==> config.mk <==
export PLATFORM = sky130hd
export DESIGN_NAME = tlht_ctrl
export DESIGN_NICKNAME = d
export VERILOG_FILES = /design/src/rtl/tlht_pkg.sv /design/src/rtl/tlht_ctrl.sv
export SDC_FILE = /design/constraint.sdc
export NUM_CORES = 1
export LEC_CHECK = 0
export ABC_CLOCK_PERIOD_IN_PS = 3400
export BUFFER_PORTS_ARGS = -buffer_cell sky130_fd_sc_hd__buf_2
export CORE_MARGIN = 5
export CORE_UTILIZATION = 24
export CTS_CLUSTER_SIZE = 8
export DETAILED_ROUTE_END_ITERATION = 8
export HOLD_SLACK_MARGIN = 0.15
export PLACE_DENSITY = 0.4
export SLEW_MARGIN = 20
export SYNTH_ARGS = -nofsm -noshare
export SYNTH_HDL_FRONTEND = slang
export SYNTH_SLANG_ARGS = --single-unit
export TNS_END_PERCENT = 50
==> constraint.sdc <==
create_clock -name clk -period 3.4 [get_ports clk]
set_clock_uncertainty 0.15 [all_clocks]
set_input_delay 0.17 -clock clk [delete_from_list [all_inputs] [get_ports clk]]
set_output_delay 0.17 -clock clk [all_outputs]
set_load 0.01 [all_outputs]
==> src/rtl/tlht_pkg.sv <==
// shared types and constants of the two-level hash table
`timescale 1ns / 1ps
package tlht_pkg;

  localparam int DEF_MAX_BUCKETS = 8;
  localparam int DEF_MAX_SLOTS   = 16;
  localparam int KEY_W  = 31;
  localparam int VAL_W  = 32;
  localparam int BC_W   = 4;
  localparam int SC_W   = 5;
  localparam int CFG_W  = 5;
  localparam int DIV_W  = 5;
  localparam int WORD_W = 1 + KEY_W + VAL_W;
  localparam int STEP_W = 4;
  // two remainder bits per step: 16 steps over a 32-bit dividend, 2 over 4 bits
  localparam logic [STEP_W-1:0] KEY_STEPS_LAST   = 4'd15;
  localparam logic [STEP_W-1:0] START_STEPS_LAST = 4'd1;

  typedef enum logic [1:0] {
    ACT_INSERT = 2'd0,
    ACT_FIND   = 2'd1,
    ACT_DELETE = 2'd2,
    ACT_NONE   = 2'd3
  } action_t;

  typedef enum logic [1:0] {
    ST_OK        = 2'd0,
    ST_NO_ROOM   = 2'd1,
    ST_NOT_FOUND = 2'd2,
    ST_UNUSED    = 2'd3
  } status_t;

  localparam logic CFG_BUCKET_COUNT = 1'b0;
  localparam logic CFG_SLOTS_IN_USE = 1'b1;

  // commands from controller to datapath
  typedef struct packed {
    logic    load_item;
    logic    div_step;
    logic    div_sel_slots;
    logic    load_start;
    logic    probe_init;
    logic    probe_next;
    logic    ram_rd;
    logic    wr_insert;
    logic    wr_delete;
    logic    clear_step;
    logic    res_load;
    status_t res_status;
    logic    res_value;
  } cmd_t;

  // status from datapath to controller
  typedef struct packed {
    logic slot_empty;
    logic slot_match;
    logic last_slot;
    logic clear_last;
    logic out_full;
  } stat_t;

endpackage

==> src/rtl/tlht_ctrl.sv <==
// controller state machine of the two-level hash table
`timescale 1ns / 1ps
module tlht_ctrl import tlht_pkg::*; (
  input  logic       clk,
  input  logic       rst,
  input  logic       in_valid,
  output logic       in_stall,
  input  logic [1:0] action,
  output cmd_t       cmd,
  input  stat_t      stat
);

  typedef enum logic [6:0] {
    S_CLEAR  = 7'b0000001,
    S_IDLE   = 7'b0000010,
    S_DIV_B  = 7'b0000100,
    S_DIV_S  = 7'b0001000,
    S_RD     = 7'b0010000,
    S_CHK    = 7'b0100000,
    S_FINISH = 7'b1000000
  } state_t;

  state_t              state, state_next;
  action_t             act, act_next;
  status_t             pend_status, pend_status_next;
  logic                pend_value, pend_value_next;
  logic [STEP_W-1:0]   step, step_next;

  assign in_stall = (state != S_IDLE);

  // state and item control registers
  always_ff @(posedge clk) begin
    if (rst) begin
      state       <= S_CLEAR;
      act         <= ACT_NONE;
      pend_status <= ST_OK;
      pend_value  <= 1'b0;
      step        <= '0;
    end else begin
      state       <= state_next;
      act         <= act_next;
      pend_status <= pend_status_next;
      pend_value  <= pend_value_next;
      step        <= step_next;
    end
  end

  // next state and commands
  always_comb begin
    state_next       = state;
    act_next         = act;
    pend_status_next = pend_status;
    pend_value_next  = pend_value;
    step_next        = step;
    cmd              = '0;
    cmd.res_status   = pend_status;
    cmd.res_value    = pend_value;
    unique case (state)
      S_CLEAR: begin
        cmd.clear_step = 1'b1;
        if (stat.clear_last) begin
          state_next = S_IDLE;
        end
      end
      S_IDLE: begin
        if (in_valid) begin
          cmd.load_item    = 1'b1;
          act_next         = action_t'(action);
          pend_status_next = ST_OK;
          pend_value_next  = 1'b0;
          step_next        = '0;
          state_next       = (action_t'(action) == ACT_NONE) ? S_FINISH : S_DIV_B;
        end
      end
      S_DIV_B: begin
        cmd.div_step = 1'b1;
        step_next    = step + 1'b1;
        if (step == KEY_STEPS_LAST) begin
          step_next  = '0;
          state_next = S_DIV_S;
        end
      end
      // load bucket, two remainder steps, then take the start slot
      S_DIV_S: begin
        step_next = step + 1'b1;
        if (step == '0) begin
          cmd.load_start = 1'b1;
        end else if (step == START_STEPS_LAST + STEP_W'(2)) begin
          cmd.probe_init = 1'b1;
          state_next     = S_RD;
        end else begin
          cmd.div_step      = 1'b1;
          cmd.div_sel_slots = 1'b1;
        end
      end
      S_RD: begin
        cmd.ram_rd = 1'b1;
        state_next = S_CHK;
      end
      S_CHK: begin
        state_next = S_FINISH;
        if (act == ACT_INSERT) begin
          if (stat.slot_empty) begin
            cmd.wr_insert    = 1'b1;
            pend_status_next = ST_OK;
          end else if (stat.last_slot) begin
            pend_status_next = ST_NO_ROOM;
          end else begin
            cmd.probe_next = 1'b1;
            state_next     = S_RD;
          end
        end else begin
          if (stat.slot_match) begin
            cmd.wr_delete    = (act == ACT_DELETE);
            pend_value_next  = (act == ACT_FIND);
            pend_status_next = ST_OK;
          end else if (stat.last_slot) begin
            pend_status_next = ST_NOT_FOUND;
          end else begin
            cmd.probe_next = 1'b1;
            state_next     = S_RD;
          end
        end
      end
      S_FINISH: begin
        if (!stat.out_full) begin
          cmd.res_load = 1'b1;
          state_next   = S_IDLE;
        end
      end
      default: begin
        state_next = S_IDLE;
      end
    endcase
  end

endmodule

==> reports/results.ini, run 1 <==
[finish]
n_fill_cell=505
final_cell_mix=buf_2 (24), dfxtp_1 (16), nor2_1 (12)
final_nets=179
area_growth_pct=23.21
diodes=0
drive_above_1_share=0.2108
mostFrequentLayoutCell=buf_2
stdcell_count=218

[drt]
wl_per_cell_um=13.28
drc_errors=0
avgViaCountPerCell=5.064
routed_wirelength_um=2894
num_vias=1104
ant_nets=0
first_pass_iters=4
drtIter0Drc=75

[clock_network]
cts.sink_count=16
clk_latency_ns=0.25
cts_tree=done
cts_buffers=3
cts_resized=0
clk_pin_slew_worst_paths_ns=0.07
cts-root-buf=clkbuf_8
clockBufferDepth=2
cts-htree-levels=1
postCtsSetupRepairBufs=0

[worst_setup_path]
crit_chain=or4_1, nor2_1, nand2_1, nor4b_1, buf_2
slowest_stage=or4_1
crit_path_start_kind=flop
crit_path_end_kind=primary output
cp.arrival_ns=2.32
critPathMaxFanout=9
crit_required_ns=3.08
cp_slowest_stage_delay_ns=0.67
critPathKind=flop to primary output

[logic_synthesis]
synth.distinct_cells=48
netlist_top_cells_area=dfxtp_1 (29%), nor2_1 (4.0%), nand2b_1 (3.9%)
ys_ff_latch=16
syn_area_per_cell_um2=7.972
synth_edf_count=0
ys_warn_count=0
syn-num-nets=152
yosysTopAreaCellShare=0.2870
async_reset_ff_frac=0
synth_cells=140
synth_ff_type=dfxtp_1
syn_area_mm2=0.001116
ys_seq_area_frac=0.2870
yosysTopAreaCell=dfxtp_1

[global_route]
grt.met1_usage=0.1450
track_usage=0.09876
grt_busiest_layer=met1
met3_usage=0.02059
grtUsageMet2=0.1353
grt_max_degree=23
grt_pass1_vias=1008
grt_pass1_wl_um=4836
gr-total-overflow=0
antenna_found_initial=0

[placed_design]
dp.cells=209
gp_congestion=0.7822
dpl.hpwl_um=2189
port_buffers=24

[sta]
worst_pin_slew_ns=0.5848
rsz0062_at_grt=no
drv_slew=0
relSlewSlack=0.6065
fmax_ghz=0.3782
post-route-min-period_ns=2.644
finalHoldViolations=0
fin_crit_sh=0.7778
setup_tns_ns=0
setup_viol=0

[flow_run]
drv_cap=0

[power_and_ir_drop]
p_sw_frac=0.2867
p_per_area_mw_per_mm2=342.4
vdd_drop_max_mv=0.1199
p_leak_nw=0.5706
p_clk_frac=0.377
p_int_mw=0.3358
switching_power_mw=0.1350
sequentialPowerShare=0.440
combPwrFrac=0.183

[hold_path]
hp-class=input port to flop

[die]
num_rows=24
dieArea_mm2=0.006114
start_util=0.2511
dieWidth_um=78.20
fp.dieH_um=78.20
core_mm2=0.004444
pin_count=25

[run_status]
status=complete, no violations

==> metrics by stage <==
stage | hold slack [ns] | area (um^2) | util | power, mW | setup WS [ns]
floorplan | 0.1684 | 1116 | - | 0.2679 | 1.259
global placement | 0.2888 | 1270 | 0.2858 | 0.2943 | 0.9575
detailed placement | 0.2930 | 1270 | 0.2858 | 0.2931 | 1.015
CTS | 0.1537 | 1375 | 0.3094 | 0.4769 | 0.7178
global route | 0.1581 | 1375 | 0.3094 | 0.4972 | 0.5943
finish | 0.1517 | 1375 | 0.3094 | 0.4708 | 0.7556
==> routing by layer <==
| metal | routed length (um) | part of all wire |
|---|---|---|
| met2 | 1180 | 0.41 |
| met3 | 129 | 0.045 |
| met5 | 0 | 0 |
| met1 | 1560 | 0.54 |
| met4 | 23 | 0.0079 |
==> path summary, 6_finish.rpt <==
path,start,end,slack [ns],cells after the start
hold reg to reg,pend_status[0]$_SDFFE_PP0P_,pend_status[0]$_SDFFE_PP0P_,0.32,2
setup reg to reg,step[0]$_SDFFE_PP0P_,state[1]$_SDFFE_PP0P_,1.12,6
setup / recovery,state[4]$_SDFFE_PP0P_,cmd[10],0.76,5
hold / removal,stat[2],state[4]$_SDFFE_PP0P_,0.15,4
==> state kept, by name, summed over array words and instances, names as in the netlist <==
signal / cells
state: 7
step: 4
act: 2
pend_status: 2
pend_value: 1
==> cell type report <==
type	count	area, um^2	share of cell area
Tap cell	52	65.06	0.04732
Inverter	8	30.03	0.02184
Sequential cell	16	320.3	0.2329
Multi-Input combinational cell	109	734.5	0.5341
Clock buffer	4	55.05	0.04004
Timing Repair Buffer	29	170.2	0.1237
==> critical path, delay by kind of cell, from the launching register on <==
family        cells  cell delay [ns]
simple gates      4             1.51
flops             1             0.38
buf+inv           1             0.18
==> timing repair <==
| item | CTS | global route |
|---|---|---|
| hold buffers | 5 | 0 |
| endpoints found under the setup margin | 0 | 0 |
| hold endpoints to repair | 6 | 0 |
==> logic make-up (layout without fill, tap and decap cells) <==
logic type,count (synthesis),count (layout),synth area share
buffers and inverters,15,41,0.05493
AND/OR/NAND/NOR,69,69,0.3834
AO/OA/AOI/OAI,32,32,0.2007
multiplexers,4,4,0.03588
adder cells (fa/ha/maj),2,2,0.02242
XOR/XNOR,2,2,0.01570
flip-flops,16,16,0.2870
==> Yosys cell counts (4+ instances only) <==
master and number:
mux2i_1 4, nor2_1 12, nand3_1 5, inv_1 8, o21ai_0 6, nor2b_1 5
nor3_1 4, dfxtp_1 16, a21oi_1 6, nand2b_1 7, o31ai_1 4, nor3b_1 4
clkbuf_1 5
==> power by group through the flow <==
stage               clock network [mW]  logic [mW]  registers (mW)
floorplan                            0      0.0652           0.203
global placement                     0      0.0822           0.212
detailed placement                   0      0.0816           0.211
CTS                              0.183      0.0865           0.207
global route                     0.193      0.0951           0.209
finish                           0.177      0.0862           0.207
(Power assumes the default switching activity.)
==> run 2: changes to the inputs <==
- ABC_CLOCK_PERIOD_IN_PS: 3400 -> 2500
- clock period: 3.4 -> 2.5 ns (I/O delays scaled with it)
==> run 2 against run 1 <==
Against the previous run: critical path type unchanged; register-to-register slack worse by 0.87 ns; utilization up 0.87 points; critical endpoint unchanged; setup slack lost 0.61 ns; die area is the same; clock power rose by 35%; critical path depth is the same; global-route usage up 0.42 points; wire length up 7.2%; count of clock-buffer cells in the layout did not move; largest power group unchanged; non-clock buffer count grew 3; sequential cell count stayed put; largest cell class unchanged; sequential power is 36% higher.
==> reports/results.ini, run 2 (synthesis gave the netlist of run 1 again) <==
[sta]
setup_viol=0  ; unchanged
post-route-min-period_ns=2.352
hold_ws_ns=0.1545  ; +0.002841 ns
fin_crit_sh=0.9408
fmax_ghz=0.4252
setup_tns_ns=0  ; unchanged
finalHoldViolations=0  ; unchanged
drv_slew=0  ; unchanged
relSlewSlack=0.6086  ; +0.002095
worst_pin_slew_ns=0.5863  ; +0.001449 ns
rsz0062_at_grt=no

[clock_network]
cts.sink_count=16  ; unchanged
cts-root-buf=clkbuf_8
clk_pin_slew_worst_paths_ns=0.07  ; about the same
clk_latency_ns=0.25  ; about the same
cts-htree-levels=1  ; unchanged
clockBufferDepth=2  ; unchanged
cts_buffers=3  ; unchanged
cts_tree=done

[finish]
stdcell_count=221  ; +1.4%
final_util=0.3181  ; +0.008728
largestRegisters=state (7), step (4)
final_cell_mix=buf_2 (24), dfxtp_1 (16), nor2_1 (11)
diodes=0  ; unchanged
top_register=state
area_growth_pct=26.68
mostFrequentLayoutCell=buf_2
drive_above_1_share=0.2249  ; +0.01401
final_nets=182  ; +1.7%
largest_register_ffs=7  ; unchanged

[drt]
wl_per_cell_um=14.04  ; +5.8%
avgViaCountPerCell=5.041  ; -0.46%
ant_nets=0  ; unchanged
drc_errors=0  ; unchanged
num_vias=1114  ; +0.91%
routed_wirelength_um=3103  ; +7.2%
first_pass_iters=4  ; unchanged
drtIter0Drc=82  ; +9.3%

[die]
dieArea_mm2=0.006114  ; unchanged
dieWidth_um=78.20  ; unchanged
num_rows=24  ; unchanged
start_util=0.2511  ; unchanged
core_mm2=0.004444  ; unchanged
fp.dieH_um=78.20  ; unchanged
pin_count=25  ; unchanged

[worst_setup_path]
crit_required_ns=2.23  ; -0.85 ns
crit_path_start_kind=flop
critPathMaxFanout=9  ; unchanged
critPathKind=flop to primary output
crit_path_end_kind=primary output
cp.arrival_ns=2.08  ; -0.24 ns

[power_and_ir_drop]
p_per_area_mw_per_mm2=458.7  ; +34%
vdd_drop_max_mv=0.1661  ; +39%
p_leak_nw=0.5863  ; +2.8%
power_mw=0.6486  ; +38%

[hold_path]
hp-class=input port to flop

[global_route]
gr-total-overflow=0  ; unchanged
grt_pass1_wl_um=5133  ; +6.1%
grt_max_degree=23  ; unchanged
track_usage=0.1030  ; +0.004206
antenna_found_initial=0  ; unchanged
grt_pass1_vias=1096  ; +8.7%

[run_status]
status=complete, no violations

[placed_design]
port_buffers=24  ; unchanged
gp_congestion=0.7719  ; -1.3%
dpl.hpwl_um=2322  ; +6.1%
dp.cells=210  ; +0.48%

[flow_run]
drv_cap=0  ; unchanged

[run 2: changes by cell type in the layout (fill, tap and decap cells not counted), sizes merged]
| cell | previous run | this run |
|---|---|---|
| dlygate4sd3 | 5 | 7 |
| buf | 24 | 25 |
[run 2: path summary, 6_finish.rpt]
kind | slack (ns) | start | endpoint | depth (start not counted)
worst max-delay path | 0.15 | state[4]$_SDFFE_PP0P_ | cmd[10] | 5
worst min-delay path | 0.15 | rst | step[1]$_SDFFE_PP0P_ | 2
worst max register to register | 0.25 | step[0]$_SDFFE_PP0P_ | state[1]$_SDFFE_PP0P_ | 6
worst min register to register | 0.33 | pend_status[0]$_SDFFE_PP0P_ | pend_status[0]$_SDFFE_PP0P_ | 2
[run 2: critical path: stages (launching register included)]
cell and delay [ns]:
dfxtp_1 0.39, or4_4 0.63, nor2_4 0.17, nand2_1 0.14
nor4b_1 0.31, buf_2 0.18
[run 2: final cells by class]
class                      count  area (um^2)
fill                         488         3030
inverter                       8        30.03
clock buffer                   4        55.05
sequential                    16        320.3
timing repair buffer          32        197.7
tap                           52        65.06
multi-input combinational    109        745.7
[run 2: routing by layer]
metal  up-vias  track usage  wire length, um
met1       519       0.1508             1651
met3         2      0.02059              115
met5         -            0                0
li1        572            -                -
met4         0      0.03497               15
met2        21       0.1490             1320
[run 2: power by group]
group / switching, mW / internal [mW] / total [mW] / leakage, nW
Clock: 0.0995 / 0.140 / 0.239 / 0.0288
Combinational: 0.0672 / 0.0597 / 0.127 / 0.428
Sequential: 0.0198 / 0.263 / 0.282 / 0.130
Total: 0.187 / 0.462 / 0.649 / 0.586
[run 2: through the flow]
step / setup WS, ns / area (um^2)
after CTS: 0.1137 / 1414
final: 0.1481 / 1414
after detailed placement: 0.1018 / 1277
after floorplan: 0.4040 / 1116
after global placement: 0.09566 / 1277
after global routing: 0.04863 / 1414
[run 2: repair_timing]
item | CTS | global route
gates resized for setup | 3 | 0
setup buffers | 0 | 0
setup endpoints to repair | 1 | 0
hold buffers | 7 | 0
endpoints found under the hold margin | 8 | 0
